[src/tked_pkg.sv]
// ----------------------------------------------------------------------------
// tked_pkg
// shared types, key codes, byte codes and the escape sequence key table
// ----------------------------------------------------------------------------
package tked_pkg;

  typedef logic [7:0] byte_t;
  typedef logic [4:0] key_code_t;

  // key codes
  localparam key_code_t KEY_CHAR  = 5'd0;
  localparam key_code_t KEY_BREAK = 5'd1;
  localparam key_code_t KEY_BACK  = 5'd2;
  localparam key_code_t KEY_TAB   = 5'd3;
  localparam key_code_t KEY_ENTER = 5'd4;
  localparam key_code_t KEY_ESC   = 5'd5;
  localparam key_code_t KEY_F1    = 5'd6;
  localparam key_code_t KEY_F2    = 5'd7;
  localparam key_code_t KEY_F3    = 5'd8;
  localparam key_code_t KEY_F4    = 5'd9;
  localparam key_code_t KEY_F5    = 5'd10;
  localparam key_code_t KEY_F6    = 5'd11;
  localparam key_code_t KEY_F7    = 5'd12;
  localparam key_code_t KEY_F8    = 5'd13;
  localparam key_code_t KEY_F9    = 5'd14;
  localparam key_code_t KEY_F10   = 5'd15;
  localparam key_code_t KEY_F11   = 5'd16;
  localparam key_code_t KEY_F12   = 5'd17;
  localparam key_code_t KEY_INS   = 5'd18;
  localparam key_code_t KEY_DEL   = 5'd19;
  localparam key_code_t KEY_PGUP  = 5'd20;
  localparam key_code_t KEY_PGDN  = 5'd21;
  localparam key_code_t KEY_UP    = 5'd22;
  localparam key_code_t KEY_DOWN  = 5'd23;
  localparam key_code_t KEY_RIGHT = 5'd24;
  localparam key_code_t KEY_LEFT  = 5'd25;
  localparam key_code_t KEY_END   = 5'd26;
  localparam key_code_t KEY_HOME  = 5'd27;

  // received byte codes
  localparam byte_t BYTE_NONE      = 8'h00;
  localparam byte_t BYTE_BREAK     = 8'h03;
  localparam byte_t BYTE_TAB       = 8'h09;
  localparam byte_t BYTE_CR        = 8'h0D;
  localparam byte_t BYTE_ESC       = 8'h1B;
  localparam byte_t BYTE_SPACE     = 8'h20;
  localparam byte_t BYTE_DEL       = 8'h7F;
  localparam byte_t BYTE_CSI       = 8'h5B; // '['
  localparam byte_t BYTE_SS3       = 8'h4F; // 'O'
  localparam byte_t BYTE_FINAL_MIN = 8'h41; // 'A'

  // sequence length counter, saturating one below the limit
  localparam int SEQ_LIMIT = 14;
  localparam int LEN_MAX   = SEQ_LIMIT - 1;
  localparam int LEN_W     = $clog2(SEQ_LIMIT);
  localparam int SEQ_KEEP  = 4;

  typedef logic [LEN_W-1:0] seq_len_t;
  typedef byte_t seq_bytes_t [SEQ_KEEP];

  // queue between decoder and output side
  localparam int QUEUE_DEPTH = 4;
  localparam int QPTR_W      = $clog2(QUEUE_DEPTH);
  localparam int QCNT_W      = $clog2(QUEUE_DEPTH + 1);

  typedef struct packed {
    key_code_t code;
    byte_t     chr;
  } result_t;

  // one decoded item: one or two results
  typedef struct packed {
    logic    two;
    result_t r0;
    result_t r1;
  } entry_t;

  typedef struct packed {
    logic   valid;
    entry_t entry;
  } q_head_t;

  typedef struct packed {
    logic      hit;
    key_code_t code;
  } match_t;

  // key table
  localparam int KEY_COUNT = 22;

  localparam logic [2:0] KEY_LEN [KEY_COUNT] = '{
    3'd2, 3'd2, 3'd2, 3'd2,
    3'd4, 3'd4, 3'd4, 3'd4, 3'd4, 3'd4, 3'd4, 3'd4,
    3'd3, 3'd3, 3'd3, 3'd3,
    3'd2, 3'd2, 3'd2, 3'd2, 3'd2, 3'd2
  };

  localparam seq_bytes_t KEY_SEQ [KEY_COUNT] = '{
    '{BYTE_SS3, 8'h50, 8'h00, 8'h00},   // O P
    '{BYTE_SS3, 8'h51, 8'h00, 8'h00},   // O Q
    '{BYTE_SS3, 8'h52, 8'h00, 8'h00},   // O R
    '{BYTE_SS3, 8'h53, 8'h00, 8'h00},   // O S
    '{BYTE_CSI, 8'h31, 8'h35, 8'h7E},   // [15~
    '{BYTE_CSI, 8'h31, 8'h37, 8'h7E},   // [17~
    '{BYTE_CSI, 8'h31, 8'h38, 8'h7E},   // [18~
    '{BYTE_CSI, 8'h31, 8'h39, 8'h7E},   // [19~
    '{BYTE_CSI, 8'h32, 8'h30, 8'h7E},   // [20~
    '{BYTE_CSI, 8'h32, 8'h31, 8'h7E},   // [21~
    '{BYTE_CSI, 8'h32, 8'h33, 8'h7E},   // [23~
    '{BYTE_CSI, 8'h32, 8'h34, 8'h7E},   // [24~
    '{BYTE_CSI, 8'h32, 8'h7E, 8'h00},   // [2~
    '{BYTE_CSI, 8'h33, 8'h7E, 8'h00},   // [3~
    '{BYTE_CSI, 8'h35, 8'h7E, 8'h00},   // [5~
    '{BYTE_CSI, 8'h36, 8'h7E, 8'h00},   // [6~
    '{BYTE_CSI, 8'h41, 8'h00, 8'h00},   // [A
    '{BYTE_CSI, 8'h42, 8'h00, 8'h00},   // [B
    '{BYTE_CSI, 8'h43, 8'h00, 8'h00},   // [C
    '{BYTE_CSI, 8'h44, 8'h00, 8'h00},   // [D
    '{BYTE_CSI, 8'h46, 8'h00, 8'h00},   // [F
    '{BYTE_CSI, 8'h48, 8'h00, 8'h00}    // [H
  };

  localparam key_code_t KEY_TABLE_CODE [KEY_COUNT] = '{
    KEY_F1, KEY_F2, KEY_F3, KEY_F4,
    KEY_F5, KEY_F6, KEY_F7, KEY_F8, KEY_F9, KEY_F10, KEY_F11, KEY_F12,
    KEY_INS, KEY_DEL, KEY_PGUP, KEY_PGDN,
    KEY_UP, KEY_DOWN, KEY_RIGHT, KEY_LEFT, KEY_END, KEY_HOME
  };

  // exact match of a collected sequence; entries are distinct so at most one hits
  function automatic match_t key_lookup(input seq_len_t len, input seq_bytes_t seq);
    match_t m;
    logic   same;
    m.hit  = 1'b0;
    m.code = KEY_CHAR;
    for (int i = 0; i < KEY_COUNT; i++) begin
      same = ({{(LEN_W){1'b0}}, KEY_LEN[i]} == {3'd0, len});
      for (int j = 0; j < SEQ_KEEP; j++) begin
        if ((j < KEY_LEN[i]) && (KEY_SEQ[i][j] != seq[j])) begin
          same = 1'b0;
        end
      end
      if (same) begin
        m.hit  = 1'b1;
        m.code = KEY_TABLE_CODE[i];
      end
    end
    return m;
  endfunction

endpackage

[src/tked_front.sv]
// ----------------------------------------------------------------------------
// tked_front
// byte classifier and escape sequence collector, one item per cycle while accept is high
// ----------------------------------------------------------------------------
module tked_front (
  input  logic            clk,
  input  logic            rst_n,
  input  logic            accept,
  input  tked_pkg::byte_t rx_byte,
  output logic            entry_valid,
  output tked_pkg::entry_t entry
);
  import tked_pkg::*;

  typedef enum logic [1:0] {
    MODE_IDLE = 2'd0,
    MODE_ESC  = 2'd1,
    MODE_SEQ  = 2'd2
  } mode_t;

  typedef struct packed {
    logic    hit;
    logic    esc;
    result_t res;
  } idle_t;

  mode_t      mode_r, mode_nxt;
  seq_len_t   len_r, len_nxt;
  seq_bytes_t seq_r, seq_nxt, seq_cand;
  match_t     match;
  idle_t      idle;
  logic       has_res;

  function automatic idle_t idle_decode(input byte_t b);
    idle_t d;
    d.hit      = 1'b1;
    d.esc      = 1'b0;
    d.res.code = KEY_CHAR;
    d.res.chr  = 8'h00;
    priority if (b == BYTE_DEL) begin
      d.res.code = KEY_BACK;
    end else if (b >= BYTE_SPACE) begin
      d.res.chr = b;
    end else if (b == BYTE_TAB) begin
      d.res.code = KEY_TAB;
    end else if (b == BYTE_CR) begin
      d.res.code = KEY_ENTER;
    end else begin
      d.hit = 1'b0;
      d.esc = (b == BYTE_ESC);
    end
    return d;
  endfunction

  // current byte dropped into its slot, if the slot is still kept
  always_comb begin
    for (int i = 0; i < SEQ_KEEP; i++) begin
      seq_cand[i] = (len_r == seq_len_t'(i)) ? rx_byte : seq_r[i];
    end
  end

  assign idle  = idle_decode(rx_byte);
  assign match = key_lookup(len_nxt, seq_cand);

  always_comb begin
    mode_nxt       = mode_r;
    len_nxt        = len_r;
    seq_nxt        = seq_r;
    has_res        = 1'b0;
    entry.two      = 1'b0;
    entry.r0.code  = KEY_CHAR;
    entry.r0.chr   = 8'h00;
    entry.r1       = idle.res;
    priority if (rx_byte == BYTE_NONE) begin
      if (mode_r == MODE_ESC) begin
        mode_nxt      = MODE_IDLE;
        has_res       = 1'b1;
        entry.r0.code = KEY_ESC;
      end
    end else if (rx_byte == BYTE_BREAK) begin
      has_res       = 1'b1;
      entry.r0.code = KEY_BREAK;
    end else begin
      unique case (mode_r)
        MODE_ESC: begin
          if ((rx_byte == BYTE_CSI) || (rx_byte == BYTE_SS3)) begin
            seq_nxt[0] = rx_byte;
            len_nxt    = seq_len_t'(1);
            mode_nxt   = MODE_SEQ;
          end else begin
            mode_nxt      = idle.esc ? MODE_ESC : MODE_IDLE;
            has_res       = 1'b1;
            entry.r0.code = KEY_ESC;
            entry.two     = idle.hit;
          end
        end
        MODE_SEQ: begin
          if (len_r < seq_len_t'(LEN_MAX)) begin
            seq_nxt = seq_cand;
            len_nxt = len_r + seq_len_t'(1);
          end
          if (rx_byte >= BYTE_FINAL_MIN) begin
            mode_nxt      = MODE_IDLE;
            has_res       = match.hit;
            entry.r0.code = match.code;
          end
        end
        default: begin
          // idle, and the unused code treated as idle
          mode_nxt = idle.esc ? MODE_ESC : MODE_IDLE;
          has_res  = idle.hit;
          entry.r0 = idle.res;
        end
      endcase
    end
  end

  assign entry_valid = accept && has_res;

  always_ff @(posedge clk) begin
    if (!rst_n) begin
      mode_r <= MODE_IDLE;
      len_r  <= '0;
    end else if (accept) begin
      mode_r <= mode_nxt;
      len_r  <= len_nxt;
    end
    if (accept) begin
      seq_r <= seq_nxt;
    end
  end

`ifndef SYNTHESIS
  a_seq_len: assert property (@(posedge clk) disable iff (!rst_n)
    (mode_r == MODE_SEQ) |-> ((len_r != '0) && (len_r <= seq_len_t'(LEN_MAX))))
    else $error("collecting with a bad sequence length");
`endif

endmodule

[src/tked_queue.sv]
// ----------------------------------------------------------------------------
// tked_queue
// short queue of decoded items between decoder and output side
// ----------------------------------------------------------------------------
module tked_queue (
  input  logic              clk,
  input  logic              rst_n,
  input  logic              wr,
  input  tked_pkg::entry_t  wr_entry,
  input  logic              rd,
  output tked_pkg::q_head_t head,
  output logic              full
);
  import tked_pkg::*;

  entry_t              mem_r [QUEUE_DEPTH];
  logic [QPTR_W-1:0]   wr_ptr_r, rd_ptr_r;
  logic [QCNT_W-1:0]   cnt_r;

  function automatic logic [QPTR_W-1:0] ptr_inc(input logic [QPTR_W-1:0] p);
    return (p == QPTR_W'(QUEUE_DEPTH - 1)) ? '0 : p + QPTR_W'(1);
  endfunction

  assign full        = (cnt_r == QCNT_W'(QUEUE_DEPTH));
  assign head.valid  = (cnt_r != '0);
  assign head.entry  = mem_r[rd_ptr_r];

  always_ff @(posedge clk) begin
    if (!rst_n) begin
      wr_ptr_r <= '0;
      rd_ptr_r <= '0;
      cnt_r    <= '0;
    end else begin
      if (wr) begin
        wr_ptr_r <= ptr_inc(wr_ptr_r);
      end
      if (rd) begin
        rd_ptr_r <= ptr_inc(rd_ptr_r);
      end
      unique case ({wr, rd})
        2'b10:   cnt_r <= cnt_r + QCNT_W'(1);
        2'b01:   cnt_r <= cnt_r - QCNT_W'(1);
        default: cnt_r <= cnt_r;
      endcase
    end
    if (wr) begin
      mem_r[wr_ptr_r] <= wr_entry;
    end
  end

`ifndef SYNTHESIS
  a_cnt_bound: assert property (@(posedge clk) disable iff (!rst_n)
    cnt_r <= QCNT_W'(QUEUE_DEPTH))
    else $error("queue count above depth");
  a_no_underflow: assert property (@(posedge clk) disable iff (!rst_n)
    rd |-> head.valid)
    else $error("queue read while empty");
`endif

endmodule

[src/tked_back.sv]
// ----------------------------------------------------------------------------
// tked_back
// splits queued items into single results behind an output register
// ----------------------------------------------------------------------------
module tked_back (
  input  logic                clk,
  input  logic                rst_n,
  input  tked_pkg::q_head_t   head,
  output logic                rd,
  input  logic                out_pop,
  output logic                out_valid,
  output tked_pkg::result_t   out_res,
  output logic                out_last
);
  import tked_pkg::*;

  logic    out_valid_r, out_valid_nxt;
  result_t out_res_r, out_res_nxt;
  logic    out_last_r, out_last_nxt;
  logic    sec_valid_r, sec_valid_nxt;
  result_t sec_res_r, sec_res_nxt;
  logic    load;

  // output slot free or being taken this cycle
  assign load = !out_valid_r || out_pop;
  assign rd   = load && !sec_valid_r && head.valid;

  always_comb begin
    out_valid_nxt = out_valid_r;
    out_res_nxt   = out_res_r;
    out_last_nxt  = out_last_r;
    sec_valid_nxt = sec_valid_r;
    sec_res_nxt   = sec_res_r;
    if (load) begin
      priority if (sec_valid_r) begin
        out_valid_nxt = 1'b1;
        out_res_nxt   = sec_res_r;
        out_last_nxt  = 1'b1;
        sec_valid_nxt = 1'b0;
      end else if (head.valid) begin
        out_valid_nxt = 1'b1;
        out_res_nxt   = head.entry.r0;
        out_last_nxt  = !head.entry.two;
        sec_valid_nxt = head.entry.two;
        sec_res_nxt   = head.entry.r1;
      end else begin
        out_valid_nxt = 1'b0;
      end
    end
  end

  always_ff @(posedge clk) begin
    if (!rst_n) begin
      out_valid_r <= 1'b0;
      sec_valid_r <= 1'b0;
    end else begin
      out_valid_r <= out_valid_nxt;
      sec_valid_r <= sec_valid_nxt;
    end
    out_res_r  <= out_res_nxt;
    out_last_r <= out_last_nxt;
    sec_res_r  <= sec_res_nxt;
  end

  assign out_valid = out_valid_r;
  assign out_res   = out_res_r;
  assign out_last  = out_last_r;

`ifndef SYNTHESIS
  a_sec_behind_first: assert property (@(posedge clk) disable iff (!rst_n)
    sec_valid_r |-> (out_valid_r && !out_last_r))
    else $error("second result pending without a first one shown");
`endif

endmodule

[src/terminal_key_escape_decoder.sv]
// ----------------------------------------------------------------------------
// terminal_key_escape_decoder
// decodes received terminal bytes into key results, escape sequences included
// ----------------------------------------------------------------------------
//
//   channel  handshake           payload
//   -------  ------------------  ---------------------------------------------
//   input    push / full         in_rx_byte
//   result   empty / pop         out_key_code, out_char_value, out_last_result
//
// one item accepted per cycle while the four-entry queue has room; an item
// gives zero, one or two results, and the output side hands out one result
// per cycle while pop is high, so a stream of two-result items fills the queue
// an accepted item is written into the queue, then loaded from the queue head
// into the output register, where its first result shows on the ports
// reset (synchronous, rst_n low) returns to idle mode and empties the queue
// and the output register; the stored sequence bytes keep no reset value
// a stalled result side fills the queue and then raises full
//
module terminal_key_escape_decoder (
  input  logic                 clk,
  input  logic                 rst_n,
  // input channel
  input  logic                 push,
  output logic                 full,
  input  tked_pkg::byte_t      in_rx_byte,
  // result channel
  output logic                 empty,
  input  logic                 pop,
  output tked_pkg::key_code_t  out_key_code,
  output tked_pkg::byte_t      out_char_value,
  output logic                 out_last_result
);
  import tked_pkg::*;

  logic    in_accept;
  logic    entry_valid;
  entry_t  entry;
  q_head_t head;
  logic    q_rd;
  logic    out_valid;
  result_t out_res;

  // the queue's full flag is the input side's back-pressure
  assign in_accept = push && !full;

  // front: classifies each byte and tracks the escape state
  tked_front u_front (
    .clk         (clk),
    .rst_n       (rst_n),
    .accept      (in_accept),
    .rx_byte     (in_rx_byte),
    .entry_valid (entry_valid),
    .entry       (entry)
  );

  // queue: holds decoded items so either side can stall on its own
  tked_queue u_queue (
    .clk      (clk),
    .rst_n    (rst_n),
    .wr       (entry_valid),
    .wr_entry (entry),
    .rd       (q_rd),
    .head     (head),
    .full     (full)
  );

  // back: one result at a time, last flag on the final one of an item
  tked_back u_back (
    .clk       (clk),
    .rst_n     (rst_n),
    .head      (head),
    .rd        (q_rd),
    .out_pop   (pop),
    .out_valid (out_valid),
    .out_res   (out_res),
    .out_last  (out_last_result)
  );

  assign empty          = !out_valid;
  assign out_key_code   = out_res.code;
  assign out_char_value = out_res.chr;

`ifndef SYNTHESIS
  a_no_overflow: assert property (@(posedge clk) disable iff (!rst_n)
    entry_valid |-> !full)
    else $error("decoded item written into a full queue");
`endif

endmodule

[config.mk]
export PLATFORM = sky130hd
export DESIGN_NAME = terminal_key_escape_decoder
export DESIGN_NICKNAME = d
export VERILOG_FILES = /design/src/tked_pkg.sv /design/src/tked_front.sv /design/src/tked_queue.sv /design/src/tked_back.sv /design/src/terminal_key_escape_decoder.sv
export SDC_FILE = /design/constraint.sdc
export NUM_CORES = 1
export LEC_CHECK = 0
export ABC_CLOCK_PERIOD_IN_PS = 5400
export BUFFER_PORTS_ARGS = -buffer_cell sky130_fd_sc_hd__buf_4
export CAP_MARGIN = 20
export CORE_ASPECT_RATIO = 1.25
export CORE_MARGIN = 1
export CORE_UTILIZATION = 55
export CTS_BUF_LIST = sky130_fd_sc_hd__clkbuf_16
export DETAILED_ROUTE_END_ITERATION = 8
export PLACE_DENSITY = 0.72
export SYNTH_ARGS = -nofsm -noshare
export SYNTH_HDL_FRONTEND = slang
export SYNTH_SLANG_ARGS = --single-unit
[constraint.sdc]
create_clock -name clk -period 5.4 [get_ports clk]
set_input_delay 0.27 -clock clk [delete_from_list [all_inputs] [get_ports clk]]
set_output_delay 0.27 -clock clk [all_outputs]
set_load 0.02 [all_outputs]
==> results of run 1 <==
-- cell type report --
class                           count  area (um^2)
Fill cell                        1138         5550
Sequential cell                   174         5060
Multi-Input combinational cell    405         3200
Clock buffer                       17          425
Timing Repair Buffer               41          308
Tap cell                          182          228
Clock inverter                     15          163
Inverter                           25         93.8
-- stage by stage --
stage / hold slack, ps / power (mW) / setup WS [ps] / util / cell area (um^2)
2_1_floorplan: 412 / 2.42 / 1310 / - / 8490
3_3_place_gp: 469 / 2.68 / 370 / 0.591 / 8880
3_5_place_dp: 486 / 2.71 / 335 / 0.591 / 8880
4_1_cts: 143 / 3.92 / 285 / 0.630 / 9460
5_1_grt: 168 / 4.05 / 77.4 / 0.631 / 9470
6_report: 157 / 3.88 / 385 / 0.631 / 9470
-- worst register-to-register path: stages, from the launching register on --
cell and delay (ps):
sky130_fd_sc_hd__dfxtp_1 490, sky130_fd_sc_hd__inv_1 160, sky130_fd_sc_hd__ha_1 240, sky130_fd_sc_hd__nand3b_1 470, sky130_fd_sc_hd__a21o_1 330, sky130_fd_sc_hd__a211o_2 360, sky130_fd_sc_hd__a211oi_2 290, sky130_fd_sc_hd__o2111ai_1 350
sky130_fd_sc_hd__o2bb2ai_1 230, sky130_fd_sc_hd__nand3b_1 160, sky130_fd_sc_hd__a221oi_4 480, sky130_fd_sc_hd__inv_1 100, sky130_fd_sc_hd__ha_1 260, sky130_fd_sc_hd__fa_1 440, sky130_fd_sc_hd__xnor2_1 140, sky130_fd_sc_hd__or3_1 300
sky130_fd_sc_hd__a21boi_0 160
-- power by group through the flow --
stage / Sequential [mW] / Clock (mW) / Combinational, mW
global placement: 1.89 / 0 / 0.792
detailed placement: 1.90 / 0 / 0.813
finish: 1.86 / 1.21 / 0.805
CTS: 1.87 / 1.23 / 0.818
floorplan: 1.88 / 0 / 0.539
global route: 1.89 / 1.28 / 0.868
-- cells by family after synthesis --
logic type                 Yosys count  synth area share
adders and majority gates           14            0.0215
muxes                               66             0.119
DFF                                174             0.596
and+or+nand+nor                    217             0.140
xor gates and xnor gates             6           0.00708
AOI/OAI and AO/OA                  102            0.0862
buffers and inverters               58            0.0304
-- flip-flops by register name, indices dropped and copies added (netlist names), named ones only --
register            count
u_front.seq_r          32
u_queue.cnt_r           3
u_back.out_valid        1
u_back.out_last         1
u_back.out_res         13
u_queue.rd_ptr_r        2
u_front.mode_r          2
u_queue.wr_ptr_r        2
u_queue.mem_r         100
u_back.sec_res_r       11
u_back.sec_valid_r      1
u_front.len_r           4
-- repair_timing --
item                                    4_1_cts  5_1_grt
setup buffers                                 0        0
endpoints found under the setup margin        0        1
gates resized for setup                       0        1
-- Yosys cell counts (all sizes together), types with 3 or more instances --
master / n / area [um^2]
nand2b: 5 / 31.3
nor3: 23 / 120
nand3b: 5 / 37.5
a22oi: 5 / 37.5
nor2b: 13 / 81.3
clkbuf: 20 / 85.1
mux2i: 15 / 158
and3: 3 / 18.8
o31ai: 3 / 22.5
a21oi: 22 / 114
edfxtp: 157 / 4710
nand2: 60 / 225
nor3b: 9 / 77.6
nor2: 27 / 109
a21boi: 7 / 56.3
or3: 5 / 31.3
nand4b: 3 / 26.3
dfxtp: 17 / 340
mux4: 25 / 563
nor4b: 3 / 26.3
a31oi: 5 / 43.8
a22o: 3 / 27.5
inv: 25 / 93.8
nor4: 9 / 62.6
o21ai: 21 / 105
mux2: 26 / 293
and2: 21 / 134
nand3: 16 / 80.1
xnor2: 5 / 51.3
o22ai: 3 / 18.8
buf: 13 / 78.8
nand4: 6 / 37.5
a21o: 3 / 23.8
a211oi: 9 / 72.6
o2111ai: 3 / 26.3
ha: 13 / 163
-- layer usage --
| metal | up-vias | global-route usage |
|---|---|---|
| met5 | - | 0 |
| met4 | 0 | 0.126 |
| met3 | 48 | 0.0486 |
| met2 | 139 | 0.450 |
| met1 | 2647 | 0.286 |
| li1 | 2503 | - |
-- worst max path at each step --
stage | to | slack (ps) | depth (start not counted)
floorplan | u_queue.cnt_r[2]$_SDFFE_PN0P_ | 1310 | 16
global placement | u_queue.cnt_r[2]$_SDFFE_PN0P_ | 370 | 17
detailed placement | u_queue.cnt_r[2]$_SDFFE_PN0P_ | 340 | 17
CTS | u_queue.cnt_r[2]$_SDFFE_PN0P_ | 290 | 17
global route | u_queue.cnt_r[2]$_SDFFE_PN0P_ | 80 | 16
finish | u_queue.cnt_r[2]$_SDFFE_PN0P_ | 380 | 16
==> results by stage, run 1 <==
Cells and area:
- The library cell used most frequently in the layout, excluding fill and tap cells, is sky130_fd_sc_hd__edfxtp_1.
- The antenna diode count is 0.
- The number of cells in the finished layout apart from fillers is 859.
- The final layout contains 690 nets.
- Of the cells placed in the final design, the portion with a size suffix greater than 1 is 0.229.
- In the layout the commonest cells are 157 x sky130_fd_sc_hd__edfxtp_1, 60 x sky130_fd_sc_hd__nand2_1, 41 x sky130_fd_sc_hd__buf_4.
- The growth of design area from synthesis to finish is 11.6%.

Route:
- The count of nets left with antenna violations after detail routing is 0.
- The routed layout has 5337 vias.
- Detailed routing placed a total of 661 um of wire on met3.
- The routed length on met2 is 9970 um.
- Routed signal wires occupy layers up through met4.
- For this block, wires on met1 add up to roughly 7500 um.
- The final wirelength is about 19000 um.
- The number of design-rule violations left by the first detailed-router iteration is 430.
- After detailed routing, the number of remaining DRC violations is 0.
- The routed wire length per instance is around 22 um.
- The first TritonRoute pass finished after 5 iterations.
- In the routed layout, each cell is associated on average with a via count of roughly 6.2.

CTS:
- The number of buffers created by CTS is 17.
- After clock tree synthesis, the clock-pin slew on the worst setup and hold paths is 70 ps.
- The number of hold-repair buffers added at the cts stage is 0.
- TritonCTS built the clock tree.
- The number of buffers between clock root and the deepest sink is 2.
- CTS saw around 170 sinks.
- CTS built an H-tree with a depth of 4.
- The clock root buffer is sky130_fd_sc_hd__clkbuf_16.
- The later pin in the worst-skew pair is clocked with a latency of 430 ps.

Setup path:
- The peak fanout along the critical path is 13.
- The signal on the critical path passes through inv_1 > ha_1 > nand3b_1 > a21o_1 > a211o_2 > a211oi_2 > o2111ai_1 > o2bb2ai_1 > nand3b_1 > a221oi_4 > inv_1 > ha_1 > fa_1 > xnor2_1 > or3_1 > a21boi_0.
- The buffer and inverter count on the worst path is 2.
- The slowest stage of the critical path is the sky130_fd_sc_hd__dfxtp_1 cell.
- The worst flop-to-flop path endpoint is u_queue.cnt_r[2]$_SDFFE_PN0P_.
- The setup check on the worst reg-to-reg path leaves a slack of approximately 380 ps.
- Data on the critical path is required at its endpoint by 5760 ps.
- The worst reg2reg path startpoint is u_front.len_r[1]$_SDFFE_PN0P_.
- The worst setup path is of the flip-flop to flip-flop kind.
- The number of cells traversed by the worst register-to-register path is 16.
- In this design, the largest share of critical-path delay is due to compound AO/OA/AOI/OAI gates.
- Tracing the worst setup path back leads to its startpoint at u_front.len_r[1]$_SDFFE_PN0P_.
- The startpoint type of the worst setup path is a flip-flop.
- The sort of element at the end of the critical path is a flip-flop.
- For this run, the slowest stage of the critical path takes 490 ps.
- STA puts the critical path data arrival time at 5370 ps.

Synth:
- Synthesis produced a netlist with a net count of 663.
- The synthesized instance count is 637.
- The number of enable flip-flop cells after synthesis is 157.
- The average footprint of a synthesized cell is 13.3 um^2.
- The count of different cell masters after synthesis is 78.
- Of the synthesized area, sequential elements account for 0.596.
- For this run, the leading register cell type out of synthesis is sky130_fd_sc_hd__edfxtp_1.
- The share of async-settable or async-resettable flops after synthesis is 0.
- In this run the cell area of the synthesized design comes to roughly 0.0085 mm^2.
- The synthesized design contains 174 register bits.
- The number of warnings issued by yosys is 0.

Floorplanning:
- The floorplan step defined a die boundary enclosing 0.0159 mm^2.
- After floorplanning, the core was divided into 50 placement rows.
- The total core area is 0.0150 mm^2.
- The initial core utilization is 0.565.
- The die is 141 um tall.
- The number of top-level pins is 28.
- The width of the chip is 113 um.

Status:
- The flow ran to the end, and the final reports show no timing, DRC or antenna violations.

Global route:
- The number of antenna violations at the first check in global routing came to 0.
- The leftover overflow at the end of global routing is 0.
- The largest net degree at the start of global routing is 26.
- The global-route wire length before repair is 29600 um.
- The global-route total usage across every layer is 0.251.
- The via count of the first global-routing pass is 5549.

Placement:
- The cell count after placement is 827.
- The post-detailed-placement half-perimeter wirelength is 12600 um.
- The number of buffers inserted by port buffering is 27.
- The final RePlAce weighted congestion is 0.931.

Min path:
- In this run the most critical hold path is launched from rst_n.
- The min-delay analysis places its worst path in the category primary input to flip-flop.
- The depth of the worst hold-timing path is 3.
- The end of the worst hold path is u_front.len_r[0]$_SDFFE_PN0P_.

Power and ir drop:
- In this run the power spent charging and discharging nets is 1.06 mW.
- Power spread over the standard cell area amounts to approximately 400 mW/mm^2.
- Of the total power, registers draw 0.480.
- The switching share of power is 0.274.
- The worst vdd rail ir drop is 0.186 mV.
- Of the total power, the clock network draws 0.312.
- In this run the static leakage power is 3.20 nW.
- The part of the total power dissipated in combinational logic is 0.207.
- The cell-internal power is 2.82 mW.

STA:
- Static timing analysis puts the maximum clock frequency at 199 MHz.
- The portion of the clock cycle consumed by the worst path in the final layout is 0.929.
- The final clock skew is 8.06 ps.
- The accumulated negative setup slack is 0 ps.
- Headroom to the max-slew limit came out at 0.369.
- Setup repair after global routing left no endpoint under its margin.
- The final critical delay including setup and external delays is ~5000 ps.
- The worst-margin pin slew is roughly 930 ps.
- The final hold violation count came to 0.
- The final-report setup violation count is 0.
- The max-slew violation total from the final report is 0.

Run:
- The total of max-cap violations is 0.
(Power assumes the default switching activity.)
==> inputs of run 2 (changes only) <==
--- a/config.mk
+++ b/config.mk
@@ -5,15 +5,16 @@
 export SDC_FILE = /design/constraint.sdc
 export NUM_CORES = 1
 export LEC_CHECK = 0
+export ABC_AREA = 1
 export ABC_CLOCK_PERIOD_IN_PS = 5400
-export BUFFER_PORTS_ARGS = -buffer_cell sky130_fd_sc_hd__buf_4
 export CAP_MARGIN = 20
 export CORE_ASPECT_RATIO = 1.25
 export CORE_MARGIN = 1
 export CORE_UTILIZATION = 55
 export CTS_BUF_LIST = sky130_fd_sc_hd__clkbuf_16
 export DETAILED_ROUTE_END_ITERATION = 8
-export PLACE_DENSITY = 0.72
+export DONT_BUFFER_PORTS = 1
+export PLACE_DENSITY_LB_ADDON = 0.12
 export SYNTH_ARGS = -nofsm -noshare
 export SYNTH_HDL_FRONTEND = slang
 export SYNTH_SLANG_ARGS = --single-unit
==> run 2 against run 1 <==
Final cell count up 24%. Global-route usage increased by 0.11 points. Utilization shrank 1.7 points. Clock power grew 4%. Count of clock-buffer cells in the layout unchanged. Synthesized area fell by 0.53%. First-iteration DRC count down 4.7%. Synthesized cell count up 37%. Fmax grew 17%. Sequential cell count unchanged. Design area is 2.7% lower. Largest cell class unchanged. Largest power group unchanged. Highest routed layer unchanged.
==> results by stage, run 2 <==
Floorplanning:
- The floorplan step defined a die boundary enclosing 0.0159 mm^2.
- In this run the count of I/O pins placed on the die edge is 28.
- After floorplanning, the core was divided into 50 placement rows.
- For this configuration, the core starts out at a cell density of 0.562.
- The width of the chip is 113 um.
- In this run the standard cell core region covers 0.0150 mm^2.
- In this run the vertical extent of the chip is 141 um.

CTS:
- The number of instances resized during post-cts repair is 0.
- The clock transition time at the flip-flop clock pins of the worst setup and hold paths is 60 ps.
- Hold repair after CTS inserted 2 buffers.
- The clock root buffer is sky130_fd_sc_hd__clkbuf_16.
- The tree built by TritonCTS fans out to 174 sinks.
- Buffers inserted during clock tree synthesis total 17.
- At the later pin of the worst-skew pair, clock insertion delay measures 430 ps.
- TritonCTS built the clock tree.
- The number of buffers inserted by post-CTS setup repair is 0.
- CTS built an H-tree with a depth of 4.
- The number of buffers between clock root and the deepest sink is 2.

Global route:
- Across every metal layer, demand over resource in global routing totals 0.253.
- The global-route wire length before repair is 29600 um.
- The largest net degree at the start of global routing is 52.
- The via count of the first global-routing pass is 5840.
- For this run the aggregate overflow at the end of global routing stands at 0.
- The number of antenna violations at the first check in global routing is 0.

Synth:
- The count of different cell masters after synthesis is 39.
- During synthesis, Yosys emitted a total of 0 warnings.
- In the post-synthesis netlist, the cell with the most instances is sky130_fd_sc_hd__nor2_1.
- Counting flops with a built-in enable in the synthesized netlist gives approximately 160.
- The average footprint of a synthesized cell is 9.69 um^2.
- The cell count after synthesis came out at between 800 and 900.
- The area share of the leading cell type in the synthesized netlist is 0.558.
- Synthesis produced a netlist with a net count of 897.
- Counting flops and latches in the post-synthesis netlist gives 174.
- After synthesis, the most frequently instantiated cells are 158 x sky130_fd_sc_hd__nor2_1, 157 x sky130_fd_sc_hd__edfxtp_1, 108 x sky130_fd_sc_hd__inv_1.
- Ranked by total cell area, the synthesized netlist is headed by sky130_fd_sc_hd__edfxtp_1 56%, sky130_fd_sc_hd__nor2_1 7.0%, sky130_fd_sc_hd__inv_1 4.8%.
- The prevailing post-synth register cell is sky130_fd_sc_hd__edfxtp_1.
- After synthesis, the share of flip-flops with an asynchronous set or reset is 0.
- The post-synthesis instance area is 0.00844 mm^2.
- The library cell occupying the most area in the post-synthesis netlist is sky130_fd_sc_hd__edfxtp_1.
- The share of the Yosys chip area taken by registers is 0.599.

Cells and area:
- The number of nets in the layout is 895.
- The flip-flop count of the largest register after layout is 100.
- The top cell types in the final layout, fill and taps aside, are 158 x sky130_fd_sc_hd__nor2_1, 157 x sky130_fd_sc_hd__edfxtp_1, 109 x sky130_fd_sc_hd__inv_1.
- The largest register by flop count is u_queue.mem_r.
- The leading cell type in the layout, fill and taps excluded is sky130_fd_sc_hd__nor2_1.
- The antenna diode count is 0.
- From synthesis to final layout, the design area changed by 9.17%.
- Of the cells placed in the final design, the portion with a size suffix greater than 1 is 0.107.

Route:
- Wires add up to around 19000 um.
- After detailed routing, the average wire length per cell comes to 17.6 um.
- The mean number of vias per cell is around 5.7.
- The via total after detailed routing is around 6000.
- The count of nets left with antenna violations after detail routing is 0.
- The first-pass detailed-route iteration total is 5.
- In the routed design, unresolved DRC markers number 0.
- After the first detailed-routing iteration, the DRC count stood at 410.

Placement:
- The final RePlAce weighted congestion is 0.930.
- The post-detailed-placement half-perimeter wirelength is around 13000 um.
- The number of buffers inserted by port buffering is 0.

Power and ir drop:
- The analysis attributes to cell leakage a power of 3.69 nW.
- The post-layout total power is 4.39 mW.
- IR analysis of the VDD net gives a maximum drop of 0.224 mV.
- In this run the power density over the cells is 477 mW/mm^2.

STA:
- The worst path needs 4290 ps of the cycle, external delays included.
- The worst-margin pin slew is 1080 ps.
- In the finished design, the share of the clock period the worst path needs comes to 0.795.
- On the final layout, the worst clock skew is 9.37 ps.
- Setup repair after global routing left no endpoint under its margin.
- The relative max-transition margin is 0.279.
- The max-slew violation total from the final report was 0.
- The final hold violation count is 0.
- Setup violations remaining at the end of the flow were counted as 0.
- Adding up every negative setup slack in the final design gives 0 ps.
- The top achievable clock speed is 233 MHz.

Setup path:
- The worst setup path is launched from a flip-flop.
- The critical path class is flip-flop to flip-flop.
- Among cell families on the critical path, the largest total delay comes from simple AND/OR/NAND/NOR gates.
- The peak fanout along the critical path is 16.
- The required arrival time at the worst endpoint is 5760 ps.
- The worst setup path is captured at a flip-flop.
- The critical path goes through nor2_2 > nand2_2 > o21ai_1 > inv_1 > nor2_1 > nand2_1 > nor2_1 > nand4_1 > inv_2 > o21ai_1 > nand3_2 > nor2_1 > nand2_2 > nand2_2 > nand2_4 > nand2_4 > ha_1 > fa_1 > a21oi_1 > o21a_1 > o21ai_0 > a21oi_1.
- The largest individual stage delay along the critical path comes from the cell sky130_fd_sc_hd__nor2_2.
- The number of buffers and inverters on the critical path is 2.
- The arrival time at the worst endpoint is 4650 ps.
- The highest cell delay on the worst timing path is 510 ps.

Run:
- The total of max-cap violations is 0.

Status:
- The flow ran to the end, and the final reports show no timing, DRC or antenna violations.

Min path:
- The worst hold path class is primary input to flip-flop.
==> run 2: power breakdown <==
part           switching, mW  total [mW]  internal (mW)  leakage (nW)
clock network          0.521        1.26          0.734         0.294
registers              0.186        2.02           1.83          1.60
logic                  0.791        1.12          0.327          1.79
total                   1.50        4.39           2.89          3.69
==> run 2: metal layers <==
layer,part of all wire,global-route usage,vias up
li1,-,-,2949
met1,0.40,0.289,2819
met2,0.51,0.442,197
met3,0.051,0.0485,47
met4,0.039,0.142,0
met5,0,0,-
==> run 2: cell type report <==
cell class	instances	area, um^2
fill	1220	5800
sequential	174	5050
multi-input combinational	549	2800
inverter	117	439
clock buffer	17	425
tap	182	228
clock inverter	15	188
timing repair buffer	10	80.1
==> run 2: cell families after synthesis <==
logic type | synth area share
compound gates | 0.105
fa+ha+maj | 0.0216
buf+inv | 0.0700
flops | 0.599
simple gates | 0.204
==> run 2: path summary, 6_finish.rpt <==
path / from / end / slack [ps] / cells past startpoint
max: u_front.len_r[2]$_SDFFE_PN0P_ / u_queue.cnt_r[2]$_SDFFE_PN0P_ / 1110 / 22
min: pop / u_back.sec_valid_r$_SDFFE_PN0N_ / 30 / 3
max reg2reg: u_front.len_r[2]$_SDFFE_PN0P_ / u_queue.cnt_r[2]$_SDFFE_PN0P_ / 1110 / 22
min reg2reg: u_queue.cnt_r[2]$_SDFFE_PN0P_ / u_queue.cnt_r[2]$_SDFFE_PN0P_ / 510 / 1
==> run 2: stage by stage <==
step                instances  setup slack [ps]   util  instance area (um^2)  hold slack [ps]
floorplan                 871              1820      -                  8440              444
global placement         1030              1310  0.572                  8580              372
detailed placement       1030              1170  0.572                  8580              371
CTS                      1064              1120  0.614                  9220             19.3
global route             1064               722  0.614                  9220             47.0
finish                   1064              1110  0.614                  9220             34.8
==> run 2: tightest hold or removal path, stage by stage <==
cell and delay (ps):
sky130_fd_sc_hd__nor2_1 30, sky130_fd_sc_hd__nand2_1 60, sky130_fd_sc_hd__a21oi_1 60
